## config.mk

```make
export PLATFORM = sky130hd
export DESIGN_NAME = jpeg_marker_walk_validator
export DESIGN_NICKNAME = d
export VERILOG_FILES = /design/src/rtl/jmwv_pkg.sv /design/src/rtl/jmwv_in_reg.sv /design/src/rtl/jmwv_walk.sv /design/src/rtl/jpeg_marker_walk_validator.sv
export SDC_FILE = /design/constraint.sdc
export NUM_CORES = 1
export LEC_CHECK = 0
export BUFFER_PORTS_ARGS = -buffer_cell sky130_fd_sc_hd__buf_4
export CAP_MARGIN = 20
export CORE_ASPECT_RATIO = 2
export CORE_MARGIN = 1.5
export CORE_UTILIZATION = 35
export CTS_CLUSTER_SIZE = 16
export DETAILED_ROUTE_END_ITERATION = 8
export PLACE_DENSITY = 0.51
export SLEW_MARGIN = 40
export SYNTH_ARGS = -nofsm -noshare
export SYNTH_HDL_FRONTEND = slang
export SYNTH_HIERARCHICAL = 1
export SYNTH_SLANG_ARGS = --single-unit
```

## constraint.sdc

```tcl
create_clock -name i_clk -period 5.2 [get_ports i_clk]
set_input_delay 0.26 -clock i_clk [delete_from_list [all_inputs] [get_ports i_clk]]
set_output_delay 0.26 -clock i_clk [all_outputs]
set_load 0.02 [all_outputs]
```

## src/rtl/jmwv_pkg.sv

```systemverilog
`timescale 1ns / 1ps

package jmwv_pkg;

    localparam int STOP_BITS = 32;

    localparam logic [7:0] BYTE_FF     = 8'hFF;
    localparam logic [7:0] BYTE_SOI    = 8'hD8;
    localparam logic [7:0] BYTE_EOI    = 8'hD9;
    localparam logic [7:0] BYTE_SOS    = 8'hDA;
    localparam logic [7:0] BYTE_STUFF  = 8'h00;
    localparam logic [7:0] BYTE_RST_LO = 8'hD0;
    localparam logic [7:0] BYTE_RST_HI = 8'hD7;

    localparam logic [1:0] VERDICT_INVALID   = 2'd0;
    localparam logic [1:0] VERDICT_PROMISING = 2'd1;
    localparam logic [1:0] VERDICT_VALID     = 2'd2;

    typedef struct packed {
        logic                 valid;
        logic [1:0]           verdict;
        logic [STOP_BITS-1:0] stop_position;
    } t_walk_res;

endpackage

```

## src/rtl/jmwv_in_reg.sv

```systemverilog
`timescale 1ns / 1ps

module jmwv_in_reg
    import jmwv_pkg::*;
(
    input  logic       i_clk,
    input  logic       i_rst_n,
    input  logic       i_valid,
    input  logic [7:0] i_data_byte,
    input  logic       i_last_byte,
    input  logic       i_take,
    output logic       o_stall,
    output logic       o_valid,
    output logic [7:0] o_data_byte,
    output logic       o_last_byte
);

    logic       r_valid;
    logic [7:0] r_byte;
    logic       r_last;
    logic       w_load;

    assign o_stall = r_valid && !i_take;
    assign w_load  = i_valid && !o_stall;

    always_ff @(posedge i_clk) begin
        if (!i_rst_n) begin
            r_valid <= 1'b0;
        end else if (w_load) begin
            r_valid <= 1'b1;
        end else if (i_take) begin
            r_valid <= 1'b0;
        end
    end

    always_ff @(posedge i_clk) begin
        if (w_load) begin
            r_byte <= i_data_byte;
            r_last <= i_last_byte;
        end
    end

    assign o_valid     = r_valid;
    assign o_data_byte = r_byte;
    assign o_last_byte = r_last;

endmodule

```

## src/rtl/jmwv_walk.sv

```systemverilog
`timescale 1ns / 1ps

module jmwv_walk
    import jmwv_pkg::*;
#(
    parameter int POSITION_BITS = 32
)
(
    input  logic       i_clk,
    input  logic       i_rst_n,
    input  logic       i_en,
    input  logic [7:0] i_data_byte,
    input  logic       i_last_byte,
    output t_walk_res  o_res
);

    localparam int PB = POSITION_BITS;
    localparam int PW = POSITION_BITS + 1;

    localparam logic [3:0] PH_HDR0  = 4'd0;
    localparam logic [3:0] PH_HDR1  = 4'd1;
    localparam logic [3:0] PH_SCAN  = 4'd2;
    localparam logic [3:0] PH_MARK  = 4'd3;
    localparam logic [3:0] PH_LENHI = 4'd4;
    localparam logic [3:0] PH_LENLO = 4'd5;
    localparam logic [3:0] PH_SKIP  = 4'd6;
    localparam logic [3:0] PH_BAD   = 4'd7;
    localparam logic [3:0] PH_DONE  = 4'd8;

    logic [3:0]    r_phase,   n_phase;
    logic [PB-1:0] r_pos,     n_pos;
    logic [15:0]   r_skip,    n_skip;
    logic [PB-1:0] r_mark,    n_mark;
    logic [PB-1:0] r_mark_p2, n_mark_p2;
    logic [7:0]    r_len_hi,  n_len_hi;
    logic          r_scan,    n_scan;
    logic          r_given,   n_given;

    logic [PW-1:0] w_pos_inc;
    logic [PW-1:0] w_pos_p2;
    logic [PW-1:0] w_mark_len;
    logic [PW-1:0] w_skip_end;
    logic [15:0]   w_held;
    logic [15:0]   w_held_m2;
    logic [PB-1:0] w_end;
    logic [1:0]    w_verdict;
    logic          w_res_valid;
    logic [STOP_BITS-1:0] w_stop;

    assign w_held     = {r_len_hi, i_data_byte};
    assign w_held_m2  = w_held - 16'd2;
    assign w_pos_inc  = {1'b0, r_pos} + PW'(1);
    assign w_pos_p2   = {1'b0, r_pos} + PW'(2);
    assign w_mark_len = {1'b0, r_mark_p2} + PW'(w_held);
    assign w_skip_end = {1'b0, r_pos} + PW'(r_skip);

    always_comb begin
        n_phase     = r_phase;
        n_pos       = r_pos;
        n_skip      = r_skip;
        n_mark      = r_mark;
        n_mark_p2   = r_mark_p2;
        n_len_hi    = r_len_hi;
        n_scan      = r_scan;
        n_given     = r_given;
        w_end       = r_pos;
        w_verdict   = VERDICT_INVALID;
        w_res_valid = 1'b0;

        if (!r_given) begin
            case (r_phase)
                PH_HDR0: begin
                    n_phase = (i_data_byte == BYTE_FF) ? PH_HDR1 : PH_BAD;
                end
                PH_HDR1: begin
                    n_phase = (i_data_byte == BYTE_SOI) ? PH_SCAN : PH_BAD;
                end
                PH_SCAN: begin
                    if (i_data_byte == BYTE_FF) begin
                        n_mark    = r_pos;
                        n_mark_p2 = w_pos_p2[PB] ? '1 : w_pos_p2[PB-1:0];
                        n_phase   = PH_MARK;
                    end
                end
                PH_MARK: begin
                    if (i_data_byte == BYTE_STUFF ||
                        (i_data_byte >= BYTE_RST_LO && i_data_byte <= BYTE_RST_HI)) begin
                        w_end   = r_mark_p2;
                        n_phase = PH_SCAN;
                    end else if (i_data_byte == BYTE_EOI) begin
                        w_end       = r_mark_p2;
                        w_verdict   = VERDICT_VALID;
                        w_res_valid = 1'b1;
                        n_given     = 1'b1;
                        n_phase     = PH_DONE;
                    end else if (i_data_byte == BYTE_SOS) begin
                        w_end   = r_mark_p2;
                        n_scan  = 1'b1;
                        n_phase = PH_SCAN;
                    end else begin
                        w_end   = r_mark;
                        n_phase = PH_LENHI;
                    end
                end
                PH_LENHI: begin
                    n_len_hi = i_data_byte;
                    w_end    = r_mark;
                    n_phase  = PH_LENLO;
                end
                PH_LENLO: begin
                    if (w_held < 16'd2) begin
                        n_phase = PH_SCAN;
                    end else begin
                        w_end   = w_mark_len[PB] ? '1 : w_mark_len[PB-1:0];
                        n_skip  = w_held_m2;
                        n_phase = (w_held_m2 != 16'd0) ? PH_SKIP : PH_SCAN;
                    end
                end
                PH_SKIP: begin
                    w_end = w_skip_end[PB] ? '1 : w_skip_end[PB-1:0];
                    if (r_skip != 16'd0) begin
                        n_skip = r_skip - 16'd1;
                    end
                    if (r_skip <= 16'd1) begin
                        n_phase = PH_SCAN;
                    end
                end
                default: begin
                end
            endcase

            if (!w_res_valid && i_last_byte) begin
                w_res_valid = 1'b1;
                if (n_phase == PH_BAD || n_phase == PH_HDR0 || n_phase == PH_HDR1 ||
                    r_pos < PB'(3)) begin
                    w_verdict = VERDICT_INVALID;
                    w_end     = '0;
                end else begin
                    w_verdict = n_scan ? VERDICT_PROMISING : VERDICT_INVALID;
                end
            end
        end

        if (i_last_byte) begin
            n_phase   = PH_HDR0;
            n_pos     = '0;
            n_skip    = '0;
            n_mark    = '0;
            n_mark_p2 = '0;
            n_len_hi  = '0;
            n_scan    = 1'b0;
            n_given   = 1'b0;
        end else begin
            n_pos = w_pos_inc[PB] ? '1 : w_pos_inc[PB-1:0];
        end
    end

    generate
        if (PB > STOP_BITS) begin : g_wide
            assign w_stop = (|w_end[PB-1:STOP_BITS]) ? '1 : w_end[STOP_BITS-1:0];
        end else begin : g_narrow
            assign w_stop = STOP_BITS'(w_end);
        end
    endgenerate

    always_ff @(posedge i_clk) begin
        if (!i_rst_n) begin
            r_phase   <= PH_HDR0;
            r_pos     <= '0;
            r_skip    <= '0;
            r_mark    <= '0;
            r_mark_p2 <= '0;
            r_len_hi  <= '0;
            r_scan    <= 1'b0;
            r_given   <= 1'b0;
        end else if (i_en) begin
            r_phase   <= n_phase;
            r_pos     <= n_pos;
            r_skip    <= n_skip;
            r_mark    <= n_mark;
            r_mark_p2 <= n_mark_p2;
            r_len_hi  <= n_len_hi;
            r_scan    <= n_scan;
            r_given   <= n_given;
        end
    end

    assign o_res.valid         = w_res_valid;
    assign o_res.verdict       = w_verdict;
    assign o_res.stop_position = w_stop;

endmodule

```

## src/rtl/jpeg_marker_walk_validator.sv

```systemverilog
// A byte that produces a verdict waits in the input register until the walk takes it, and the result
// register loads its verdict at the edge on which the byte is taken.
// Throughput: one byte per cycle while a held result does not stall the output; the walk state updates
// once per byte in a single pass. Reset is synchronous and active low; it clears the walk state and both
// valid flags. A byte flagged as last also returns the walk to its initial state for the next file.
`timescale 1ns / 1ps

module jpeg_marker_walk_validator
    import jmwv_pkg::*;
#(
    parameter int POSITION_BITS = 32
)
(
    input  logic        i_clk,
    input  logic        i_rst_n,
    input  logic        i_valid,
    output logic        o_stall,
    input  logic [7:0]  i_data_byte,
    input  logic        i_last_byte,
    output logic        o_valid,
    input  logic        i_stall,
    output logic [1:0]  o_verdict,
    output logic [31:0] o_stop_position
);

    logic       w_in_valid;
    logic [7:0] w_in_byte;
    logic       w_in_last;
    logic       w_proc;
    t_walk_res  w_res;

    logic                 r_out_valid;
    logic [1:0]           r_out_verdict;
    logic [STOP_BITS-1:0] r_out_pos;

    assign w_proc = w_in_valid && (!r_out_valid || !i_stall);

    jmwv_in_reg u_in_reg (
        .i_clk       (i_clk),
        .i_rst_n     (i_rst_n),
        .i_valid     (i_valid),
        .i_data_byte (i_data_byte),
        .i_last_byte (i_last_byte),
        .i_take      (w_proc),
        .o_stall     (o_stall),
        .o_valid     (w_in_valid),
        .o_data_byte (w_in_byte),
        .o_last_byte (w_in_last)
    );

    jmwv_walk #(
        .POSITION_BITS (POSITION_BITS)
    ) u_walk (
        .i_clk       (i_clk),
        .i_rst_n     (i_rst_n),
        .i_en        (w_proc),
        .i_data_byte (w_in_byte),
        .i_last_byte (w_in_last),
        .o_res       (w_res)
    );

    always_ff @(posedge i_clk) begin
        if (!i_rst_n) begin
            r_out_valid <= 1'b0;
        end else if (w_proc) begin
            r_out_valid <= w_res.valid;
        end else if (!i_stall) begin
            r_out_valid <= 1'b0;
        end
    end

    always_ff @(posedge i_clk) begin
        if (w_proc && w_res.valid) begin
            r_out_verdict <= w_res.verdict;
            r_out_pos     <= w_res.stop_position;
        end
    end

    assign o_valid         = r_out_valid;
    assign o_verdict       = r_out_verdict;
    assign o_stop_position = r_out_pos;

    a_stall_needs_item: assert property (@(posedge i_clk) disable iff (!i_rst_n)
        !w_in_valid |-> !o_stall)
        else $error("input stalled with an empty input register");

    a_hold_blocks_walk: assert property (@(posedge i_clk) disable iff (!i_rst_n)
        (r_out_valid && i_stall) |-> !w_proc)
        else $error("walk advanced while a result was held");

    a_drain_clears: assert property (@(posedge i_clk) disable iff (!i_rst_n)
        (r_out_valid && !i_stall && !w_proc) |=> !r_out_valid)
        else $error("result repeated after its transfer");

    a_valid_position: assert property (@(posedge i_clk) disable iff (!i_rst_n)
        (r_out_valid && r_out_verdict == VERDICT_VALID) |-> (r_out_pos >= 32'd4))
        else $error("end-of-image verdict with an impossible position");

endmodule

```

==> metrics list, run 1 <==
- By area the synthesized netlist is led by sky130_fd_sc_hd__dfxtp_1, sky130_fd_sc_hd__edfxtp_1, sky130_fd_sc_hd__nor2_1.
- Commonest register cell after synthesis: sky130_fd_sc_hd__dfxtp_1
- Entering global routing, the biggest net connects 64 pins.
* Setup repair bufs after CTS: 0
- Number of enable flip-flop cells after synthesis: 43
* Overall routed net length: 58,700 um
- Antenna violation net count after detailed routing: 0
- Dominant cell type by area after synthesis: sky130_fd_sc_hd__dfxtp_1
- The critical path starts at u_in_reg/o_data_byte[4].
- Hold Startpoint: i_valid
- Headroom to the max-slew limit came out at 39.6%.
* Maximum vdd ir drop: 0.000262 V
- Slew @ Worst Pin: 0.905 ns
- Across the whole layout, storage elements account for 0.00385 mm^2.
- Die W: 135 um
* P&R area growth vs syn: 11.0%
- In this run, CTS created clock tree buffers numbering 17.
- Timing would allow up to 252 MHz.
* Uppermost signal routing layer after detailed routing: met4
- Hold slack final: 0.0151 ns
- CTS placed an instance of sky130_fd_sc_hd__clkbuf_16 at the clock tree root.
- Final-report max-slew violation count: 0
- Clock tree skew after final layout: 0.0113 ns
* Net count after synthesis: 1,575
- The number of antenna diodes in the final layout is 0.
* Clock transition at the register clock pins on the worst setup and hold paths after CTS: 0.07 ns
* Post-synthesis average cell area: 7.98 um^2
- After synthesis, the netlist uses 92 different library cells.
- Total number of yosys warnings: 6
- All-layer global routing usage: 32.8%
- Yosys reg bits: 171
* Cell types with the highest counts after synthesis: sky130_fd_sc_hd__nor2_1, sky130_fd_sc_hd__dfxtp_1, sky130_fd_sc_hd__nand2_1, sky130_fd_sc_hd__a21oi_1, sky130_fd_sc_hd__clkbuf_1
- Number of gates resized after cts: 0
- Total iterations of the first detailed-routing run: 5
* Setup slack after layout: 1.23 ns
- Count of standard-cell rows: 96
* I/O Buffers: 48
- Buffers inserted to repair hold after CTS numbered 6.
* Largest driver fanout on the critical path: 32
- Crit start category: register
- Data on the critical path arrives at its endpoint at 4.18 ns.
* Global route overflow: 0
- The tightest min-delay check is of the input pin to register type.
* Total setup violations reported at the end of the flow: 0
- Synthesis produced a netlist whose cell count is 1,523.
- DP HPWL: 42,800 um
* Initial antenna violation count: 0
* Critical path endpoint category: register
- Counting flops with an async set or reset pin after synthesis yields a share of 0%.
- Once the floorplan was initialized, standard cells occupied 35.5% of the core.
- Combined area of the multi-input logic cells: 0.00770 mm^2
* Number of buffers between clock root and the deepest sink: 2
* Wire length of the first global-routing pass: 84,500 um
- Count of routing violations after the opening detailed-route iteration: 1,061
- The clock reaches the later pin of the worst-skew pair after 0.47 ns.
- Dividing the detail-routed wire length by the instance count gives 30.0 um.
* Yosys top cell area share: 21.1%
- In this run the cell area of the synthesized design comes to 0.0122 mm^2.
* Setup TNS Final: 0 ns
- DRT met1 WL: 18,700 um
- Minimum period implied by the final worst setup slack: 3.97 ns
- At the end of routability-driven placement, the weighted congestion stood at 1.03.
* Detailed-routed wire length on met3: 2590 um
- In the post-synthesis netlist, the cell with the most instances is sky130_fd_sc_hd__nor2_1.
* Worst slack at placement: 1.24 ns
* CTS H-Tree Depth: 4
- Summing the sequential cell areas from Yosys gives 31.7% of the chip area.
- Hold Fails Final Rpt: 0
- Height of the die: 267 um
- Routed vias/inst: 6.56
- The analysis attributes to cell leakage a power of 4.80 nW.
- Net count, final: 1,554
- Kind of critical path: register to register
* Share of layout cells above drive strength 1: 13.0%
- Summing over every cut layer, the via total after detailed routing is 12.8k.
- Clk sinks: 171
- Filler cells: 3,571
- The worst path uses 76.3% of the clock period.
- Req. time, crit path: 5.42 ns
- The startpoint identified for the worst register-to-register timing path is u_in_reg/o_data_byte[4].
- The run finished with clean final reports.
* Post-route DRC violation count: 0
- In the detailed route, the total length drawn on met2 is 31,200 um.
- Number of max-cap violations: 0
- Via count of the first global-routing pass: 12.6k
* I/O pin total: 49
- In this run the standard cell core region covers 0.0342 mm^2.
- Dividing total power by cell area gives a power density of 224 mW/mm^2.
* Clock tree from TritonCTS: yes
- Die ar.: 0.0359 mm^2
- Setup repair after global routing missed its margin: no
## cells by family after synthesis
logic type	share of synthesized area [%]
xor gates and xnor gates	6.20
muxes	0.998
adders and majority gates	4.14
and+or+nand+nor	22.6
AOI/OAI and AO/OA	28.8
buffers and inverters	5.59
DFF	31.7
## worst max-delay path: stages, from the launching register on
cell and delay, ns:
sky130_fd_sc_hd__edfxtp_1 0.57, sky130_fd_sc_hd__nor4_2 0.57, sky130_fd_sc_hd__nand2_1 0.22, sky130_fd_sc_hd__xor2_1 0.19
sky130_fd_sc_hd__and4_1 0.22, sky130_fd_sc_hd__a31oi_1 0.50, sky130_fd_sc_hd__nor2_2 0.14, sky130_fd_sc_hd__nand3_1 0.16
sky130_fd_sc_hd__nand3_4 0.55, sky130_fd_sc_hd__a211oi_2 0.59
## per-stage QoR
step,cell area [um^2],total power [W],cells,utilization [%]
2_1_floorplan,12200,0.00164,1523,-
3_3_place_gp,12800,0.00177,1914,37.4
3_5_place_dp,12800,0.00177,1914,37.5
4_1_cts,13400,0.00303,1952,39.2
5_1_grt,13500,0.00311,1956,39.4
6_report,13500,0.00302,1956,39.4
## where the power goes
group          total, W  internal, W  switching, W  leakage [nW]
clock           0.00127     0.000685      0.000583         0.271
combinational  0.000341     0.000103      0.000238          3.08
sequential      0.00141      0.00138     0.0000304          1.45
total           0.00302      0.00217      0.000852          4.80
## sequential cells by signal, indices dropped and copies added, names as in the netlist
| signal | cells |
|---|---|
| o_stop_position | 32 |
| u_walk/r_mark | 32 |
| u_walk/r_mark_p2 | 32 |
| u_walk/r_pos | 32 |
| u_walk/r_skip | 16 |
| u_in_reg/o_data_byte | 8 |
| u_walk/r_len_hi | 8 |
| u_walk/r_phase | 4 |
| o_verdict | 2 |
| o_valid | 1 |
| u_in_reg/o_last_byte | 1 |
| u_in_reg/o_valid | 1 |
| u_walk/r_given | 1 |
| u_walk/r_scan | 1 |
## final timing paths
check / endpoint / slack (ns) / depth (start not counted)
worst max-delay path: o_stop_position[11] / 1.23 / 9
worst min-delay path: u_in_reg/o_valid / 0.02 / 2
worst max register to register: o_stop_position[11] / 1.23 / 9
worst min register to register: u_walk/r_scan / 0.50 / 2
## per-layer routing
| metal | vias to the layer above | track usage (%) |
|---|---|---|
| met2 | 645 | 61.2 |
| li1 | 5657 | - |
| met1 | 6284 | 30.1 |
| met5 | - | 0 |
| met4 | 0 | 29.7 |
| met3 | 250 | 4.69 |
## final cells by class
type,instances,area share [%]
clock buffers,24,3.50
clock inverters,8,0.519
inverters,32,0.899
multi-input cells,1190,57.1
flip-flops and latches,171,28.6
well taps,441,4.09
repair buffers,90,5.36
## layout by cell type (no fill, tap or decap), types with 9 or more instances in the layout
master,count
sky130_fd_sc_hd__o21ai_0,73
sky130_fd_sc_hd__or3_1,12
sky130_fd_sc_hd__a31oi_1,14
sky130_fd_sc_hd__o221ai_1,16
sky130_fd_sc_hd__mux2i_1,11
sky130_fd_sc_hd__and2_1,9
sky130_fd_sc_hd__nand2_1,115
sky130_fd_sc_hd__a21o_1,16
sky130_fd_sc_hd__edfxtp_1,43
sky130_fd_sc_hd__o21ai_1,11
sky130_fd_sc_hd__clkbuf_16,18
sky130_fd_sc_hd__and3_1,27
sky130_fd_sc_hd__inv_1,31
sky130_fd_sc_hd__dfxtp_1,127
sky130_fd_sc_hd__nand4_1,19
sky130_fd_sc_hd__ha_1,37
sky130_fd_sc_hd__nor3_1,40
sky130_fd_sc_hd__a221oi_1,47
sky130_fd_sc_hd__a211oi_1,11
sky130_fd_sc_hd__nor4_1,21
sky130_fd_sc_hd__a21oi_1,112
sky130_fd_sc_hd__nand3_1,34
sky130_fd_sc_hd__a22oi_1,49
sky130_fd_sc_hd__xnor2_1,46
sky130_fd_sc_hd__nor2_1,218
sky130_fd_sc_hd__xor2_1,39
sky130_fd_sc_hd__buf_4,79
sky130_fd_sc_hd__nor3_2,12
Power figures use the tool's default switching activity.
==> run 2: changes to the inputs <==
- clock period: 5.2 -> 4 ns (I/O delays scaled with it)
==> run 2 against run 1 <==
Register-to-register slack worse by 0.95 ns. Fmax rose by 6.8%. Critical endpoint is now o_stop_position[17]. Sequential power up 30%. Clock power increased by 36%. Sequential cell count stayed put. Setup slack worse by 0.95 ns. Combinational power rose by 42%. Clock skew fell by 0.0029 ns. Cell area up 3.8%. Power grew 34%.
==> metrics list, run 2 (synthesized netlist as in run 1, its figures left out) <==
* Run status: completed (unchanged)
- The number of I/O pins came to 49 (unchanged).
- The total power consumption of the routed design was 0.00404 W (was 0.00302 W).
- The growth of design area from synthesis to finish was 15.3% (was 11.0%).
* Combined area of the multi-input logic cells: 0.00770 mm^2 (about the same)
- Routed vias/inst: 6.43 (was 6.56)
- Slew @ Worst Pin: 0.851 ns (was 0.905 ns)
- Height of the die: 267 um (unchanged)
* Via count of the first global-routing pass: 13.0k (was 12.6k)
* Most common cell after layout, fill and taps aside: sky130_fd_sc_hd__nor2_1 (unchanged)
- Count of routing violations after the opening detailed-route iteration: 1,082 (was 1,061)
* Kind of critical path: register to register (unchanged)
- The path category of the worst min-delay check is input pin to register (unchanged).
- Die ar.: 0.0359 mm^2 (unchanged)
- Cell total after placement: 1,971 (was 1,914)
* Clock latency on the worst-skew pair: 0.46 ns (was 0.47 ns)
- The effective utilization at floorplan is 35.5% (unchanged).
* Tightest slew margin relative to the limit: 42.7% (was 39.6%)
- The highest net fanout along the worst path is 12 (was 32).
* All-layer global routing usage: 33.5% (was 32.8%)
- The arrival time of the worst setup path is 3.91 ns (was 4.18 ns).
* Share of layout cells above drive strength 1: 16.0% (was 13.0%)
* Filler cells: 3,590 (was 3,571)
* Net count, final: 1,611 (was 1,554)
* Area taken by flip-flops and latches: 0.00385 mm^2 (about the same)
- The global placement routability congestion was 0.978 (was 1.03).
* Setup repair after global routing missed its margin: no (unchanged)
- The final worst-path setup slack is 0.287 ns (was 1.23 ns).
* Clock root buffer: sky130_fd_sc_hd__clkbuf_16 (unchanged)
- The detailed-route wire length per cell was 29.6 um (was 30.0 um).
- The die outline width came to 135 um (unchanged).
- The final critical delay including setup and external delays is 3.71 ns (was 3.97 ns).
* Share of the clock period used by the worst path after layout: 92.8% (was 76.3%)
* Total setup violations reported at the end of the flow: 0 (unchanged)
- The power per cell area came to 288 mW/mm^2 (was 224 mW/mm^2).
- The number of I/O port buffers was 48 (unchanged).
- The total iterations of the first detailed-routing run is 6 (was 5).
* Final std cells w/o fill: 2,015 (was 1,956)
- Placeable Area: 0.0342 mm^2 (unchanged)
- The number of nets with antenna violations after detailed routing is 0 (unchanged).
- The remaining design rule violation count came to 0 (unchanged).
- The initial antenna violation count came to 1 (was 0).
* Most frequent cells in the layout: sky130_fd_sc_hd__nor2_1, sky130_fd_sc_hd__buf_4, sky130_fd_sc_hd__dfxtp_1 (was sky130_fd_sc_hd__nor2_1, sky130_fd_sc_hd__dfxtp_1, sky130_fd_sc_hd__nand2_1)
- Critical path endpoint category: register (unchanged)
- Clock transition at the register clock pins on the worst setup and hold paths after CTS: 0.07 ns (about the same)
- The reported leakage power came to 5.13 nW (was 4.80 nW).
- Via count of the routed design: 13.0k (was 12.8k)
- Number of buffers between clock root and the deepest sink: 2 (unchanged)
* Crit start category: register (unchanged)
- Number of max-cap violations: 0 (unchanged)
* Number of clock buffers inserted by TritonCTS: 17 (unchanged)
* Number of gates resized after cts: 0 (unchanged)
- The number of endpoints with negative hold slack in the final report is 0 (unchanged).
* Global route overflow: 0 (unchanged)
- The worst clock skew on the final layout came to 0.00832 ns (was 0.0113 ns).
- CTS H-Tree Depth: 4 (unchanged)
- Wire length of the first global-routing pass: 86,500 um (was 84,500 um)
- Overall routed net length: 59,600 um (was 58,700 um)
- The CTS tree was yes (unchanged).
- The aggregate negative setup slack was 0 ns (unchanged).
- Worst slack at placement: 0.519 ns (was 1.24 ns)
- The critical path required time is 4.20 ns (was 5.42 ns).
- Clk sinks: 171 (unchanged)
- Pin count of the biggest net entering global routing: 70 (was 64)
* DP HPWL: 43,900 um (was 42,800 um)
- The peak supply drop was 0.000341 V (was 0.000262 V).
- Final-report max-slew violation count: 0 (unchanged)
- Maximum clock frequency: 269 MHz (was 252 MHz)
- The total number of placement rows is 96 (unchanged).
## run 2: cell types whose count changed in the layout (fill, tap and decap cells not counted), sizes merged
cell / previous run / this run
clkinv: 7 / 6
diode: 0 / 2
bufinv: 1 / 2
inv: 32 / 33
clkinvlp: 0 / 2
dlygate4sd3: 8 / 10
clkbuf: 24 / 21
buf: 82 / 137
## run 2: routing by layer
metal  GRT usage, %  up-vias  routed length [um]  part of all wire (%)
li1               -     5766                   -                     -
met3           4.27      266                2580                   4.3
met5              0        -                   0                     0
met1           30.9     6271               18900                    32
met4           33.1        0                6960                    12
met2           61.3      651               31200                    52
## run 2: final cells by class
| type | count | share of cell area [%] |
|---|---|---|
| inverter | 32 | 0.866 |
| tap | 441 | 3.94 |
| multi-input combinational | 1190 | 54.9 |
| sequential | 171 | 27.5 |
| clock inverter | 11 | 0.839 |
| clock buffer | 21 | 3.29 |
| timing repair buffer | 147 | 8.61 |
| antenna | 2 | 0.0357 |
## run 2: where the power goes
part           total [W]  internal, W  switching [W]  leakage [nW]
Clock            0.00173     0.000950       0.000777         0.281
Sequential       0.00183      0.00180      0.0000325          1.45
Combinational   0.000483     0.000154       0.000329          3.39
## run 2: worst paths after layout
kind	start	endpoint	slack [ns]	cells past startpoint
min	i_stall	o_valid	0.04	3
max	u_in_reg/o_data_byte[4]	o_stop_position[17]	0.29	11
min reg2reg	u_walk/r_mark[11]	u_walk/r_mark[11]	0.51	2
max reg2reg	u_in_reg/o_data_byte[4]	o_stop_position[17]	0.29	11
## run 2: metrics by stage
step                      hold WS, ns  util [%]  area (um^2)
after floorplan                 0.299         -        12200
after global placement          0.380      38.8        13300
after detailed placement        0.379      38.9        13300
after CTS                      0.0264      40.9        14000
after global routing           0.0586      40.9        14000
final                          0.0396      40.9        14000
## run 2: what timing repair did
action                    in CTS  in global routing
hold endpoints to repair      10                  0
hold buffers                  10                  0
setup buffers                  0                  0
## run 2: worst max-delay path, stage by stage (launching register included)
cell and delay (ns):
sky130_fd_sc_hd__edfxtp_1 0.56, sky130_fd_sc_hd__ha_1 0.45, sky130_fd_sc_hd__a21oi_1 0.25, sky130_fd_sc_hd__nor2b_1 0.10, sky130_fd_sc_hd__o311a_1 0.40, sky130_fd_sc_hd__o21ai_1 0.27
sky130_fd_sc_hd__nand2_1 0.25, sky130_fd_sc_hd__a21oi_1 0.18, sky130_fd_sc_hd__buf_4 0.19, sky130_fd_sc_hd__a21oi_1 0.23, sky130_fd_sc_hd__o311ai_1 0.44, sky130_fd_sc_hd__a221oi_2 0.10
==> run 3: changes to the inputs <==
- PLACE_DENSITY: 0.51 -> 0.61
==> run 3 against run 2 <==
Clock skew is essentially flat. Final cell count shrank 0.20%. Sequential cell count is the same. First-iteration DRC count grew 32%. Largest cell class unchanged. Core utilization shrank 0.30 points. Critical path type unchanged. Register-to-register slack lost 0.11 ns. Clock power shrank 4%. Largest power group unchanged. Die area is the same. Via count grew 0.49%. Setup slack lost 0.11 ns. Routed wire length shrank 2.6%. Critical path depth shrank 3.
==> metrics list, run 3 (synthesized netlist as in run 1, its figures left out) <==
- Run status: completed (unchanged).
- Buffers and inverters on the worst path: 0 (was 1)
- Minimum period implied by the final worst setup slack: 3.82 ns (was 3.71 ns)
- The total number of placement rows was 96 (unchanged).
- Number of buffers between clock root and the deepest sink: 2 (unchanged)
* Hold Startpoint: i_stall (unchanged)
- The most common cell after layout, fill and taps aside is sky130_fd_sc_hd__nor2_1 (unchanged).
- Register-to-Register Setup Slack: 0.18 ns (was 0.29 ns)
* Maximum vdd ir drop: 0.000303 V (was 0.000341 V)
- Die W: 135 um (unchanged)
- The path category of the worst min-delay check was input pin to register (unchanged).
* Setup repair after global routing missed its margin: no (unchanged)
* Pin count of the biggest net entering global routing: 45 (was 70)
* CTS H-Tree Depth: 4 (unchanged)
- The number of nets with antenna violations after detailed routing came to 0 (unchanged).
- Final-report max-slew violation count: 0 (unchanged)
- Worst hold path stage count: 3 (unchanged)
- Critical path endpoint category: register (unchanged)
- All-layer global routing usage: 32.5% (was 33.5%)
* Count of routing violations after the opening detailed-route iteration: 1,432 (was 1,082)
- The highest net fanout along the worst path came to 14 (was 12).
- Kind of critical path: register to register (unchanged)
- Number of cells on the worst reg-to-reg path: 8 (was 11)
- The number of fillers in the final layout is 3,499 (was 3,590).
- The global placement routability congestion is 1.06 (was 0.978).
* Maximum clock frequency: 262 MHz (was 269 MHz)
* DP HPWL: 42,100 um (was 43,900 um)
- The fraction of the cycle the final worst path needs was 95.5% (was 92.8%).
* P per Cell Area: 284 mW/mm^2 (was 288 mW/mm^2)
- I/O Buffers: 48 (unchanged)
- Post-route DRC violation count: 0 (unchanged)
- Net count, final: 1,609 (was 1,611)
* Static Leakage: 5.06 nW (was 5.13 nW)
- Ant diodes: 0 (was 2)
- The die boundary height was 267 um (unchanged).
* Initial antenna violation count: 2 (was 1)
- Total iterations of the first detailed-routing run: 7 (was 6)
- The number of endpoints with negative hold slack in the final report is 0 (unchanged).
* Tightest slew margin relative to the limit: 34.4% (was 42.7%)
- The slew at the pin with the worst max-slew slack is 0.974 ns (was 0.851 ns).
* Max stage delay cell, worst path: sky130_fd_sc_hd__nor3_2 (was sky130_fd_sc_hd__edfxtp_1)
* Number of max-cap violations: 0 (unchanged)
* Critical path's largest stage delay: 0.66 ns (was 0.56 ns)
- The worst clock skew on the final layout is 0.00850 ns (was 0.00832 ns).
- The count of placed standard cells including taps is 1,969 (was 1,971).
- Clk sinks: 171 (unchanged)
- Most frequent cells in the layout: sky130_fd_sc_hd__nor2_1, sky130_fd_sc_hd__buf_4, sky130_fd_sc_hd__dfxtp_1 (unchanged)
- The core area is 0.0342 mm^2 (unchanged).
- Capturing point of the worst reg2reg path: o_stop_position[14] (was o_stop_position[17])
- Hold path endpoint: o_valid (unchanged)
- Setup repair bufs after CTS: 0 (unchanged)
- Share of layout cells above drive strength 1: 15.6% (was 16.0%)
- The post-CTS clock slew at the launch and capture registers of the worst setup and hold paths came to 0.07 ns (about the same).
* Via count of the routed design: 13.0k (about the same)
- The insertion delay of the later-clocked pin in the worst-skew pair is 0.46 ns (about the same).
- The kind of cell adding the most delay to the critical path is simple AND/OR/NAND/NOR gates (was compound AO/OA/AOI/OAI gates).
- Global route overflow: 0 (unchanged)
- The count of placed standard cells in the final layout, fillers left out came to 2,011 (was 2,015).
- The arrival time of the worst setup path is 3.98 ns (was 3.91 ns).
* Total setup violations reported at the end of the flow: 0 (unchanged)
- The critical path required time came to 4.16 ns (was 4.20 ns).
* Die ar.: 0.0359 mm^2 (unchanged)
- The growth of design area from synthesis to finish came to 14.4% (was 15.3%).
- Critical Path, Cell by Cell: or4_4 -> or3_4 -> a21oi_4 -> o21ai_2 -> a222oi_1 -> nand2_1 -> nor3_2 -> a211oi_2 (was ha_1 -> a21oi_1 -> nor2b_1 -> o311a_1 -> o21ai_1 -> nand2_1 -> a21oi_1 -> buf_4 -> a21oi_1 -> o311ai_1 -> a221oi_2).
- Mean routed wirelength per cell: 28.9 um (was 29.6 um)
* Overall routed net length: 58,000 um (was 59,600 um)
- Crit start category: register (unchanged)
- The aggregate negative setup slack was 0 ns (unchanged).
* Clock root buffer: sky130_fd_sc_hd__clkbuf_16 (unchanged)
- The CTS tree is yes (unchanged).
- The total CTS buffers is 17 (unchanged).
- I/O pin total: 49 (unchanged)
- Worst r2r src: u_in_reg/o_data_byte[4] (unchanged)
* Wire length of the first global-routing pass: 83,700 um (was 86,500 um)
- The effective utilization at floorplan came to 35.5% (unchanged).
* Via count of the first global-routing pass: 12.7k (was 13.0k)
- The average vias per placed instance came to 6.47 (was 6.43).
==> run 3: report_power, final <==
part / total, W / internal (W) / switching [W]
Combinational: 0.000463 / 0.000144 / 0.000319
Clock: 0.00166 / 0.000904 / 0.000752
Sequential: 0.00183 / 0.00180 / 0.0000351
Total: 0.00395 / 0.00284 / 0.00111
==> run 3: how the worst max path moves through the flow <==
| stage | start | slack, ns | depth (start not counted) | to |
|---|---|---|---|---|
| global route | u_in_reg/o_data_byte[4] | 0.19 | 10 | o_stop_position[29] |
| floorplan | u_in_reg/o_data_byte[7] | 0.35 | 9 | o_stop_position[0] |
| finish | u_in_reg/o_data_byte[4] | 0.18 | 8 | o_stop_position[14] |
| CTS | u_in_reg/o_data_byte[4] | 0.29 | 10 | o_stop_position[29] |
| detailed placement | u_in_reg/o_data_byte[4] | 0.31 | 10 | o_stop_position[29] |
| global placement | u_in_reg/o_data_byte[4] | 0.42 | 10 | o_stop_position[29] |
==> run 3: tightest hold or removal path, delay by kind of cell <==
| kind | cells | cell delay, ns |
|---|---|---|
| buffers and inverters | 1 | 0.12 |
| AND/OR/NAND/NOR | 1 | 0.07 |
| AO/OA/AOI/OAI | 1 | 0.06 |
==> run 3: stage by stage <==
step	setup WS, ns	util [%]	hold slack (ns)	area [um^2]	total power [W]
floorplan	0.353	-	0.299	12200	0.00214
global placement	0.419	38.7	0.381	13200	0.00230
detailed placement	0.312	38.7	0.379	13200	0.00231
CTS	0.288	40.6	0.0305	13900	0.00396
global route	0.194	40.6	0.0494	13900	0.00406
finish	0.179	40.6	0.0438	13900	0.00395
==> run 3: cell type report <==
type | instances | area (um^2) | share of cell area, %
multi-input combinational | 1190 | 7690 | 55.3
sequential | 171 | 3850 | 27.7
timing repair buffer | 145 | 1140 | 8.18
tap | 441 | 552 | 3.97
clock buffer | 17 | 425 | 3.06
clock inverter | 15 | 133 | 0.953
inverter | 32 | 121 | 0.872
==> run 3: layer usage <==
| metal | wire, um | global-route usage [%] | up-vias | share of wire, % |
|---|---|---|---|---|
| met5 | 17 | 0 | - | 0.029 |
| met4 | 6180 | 29.4 | 2 | 11 |
| met3 | 3480 | 5.72 | 264 | 6.0 |
| met2 | 30200 | 59.1 | 703 | 52 |
| met1 | 18200 | 30.3 | 6297 | 31 |
| li1 | - | - | 5751 | - |
==> run 3: timing repair <==
action / in CTS / in global routing
resized for setup: 0 / 1
hold endpoints to repair: 10 / 0
hold buffers: 10 / 0
endpoints found under the setup margin: 0 / 1
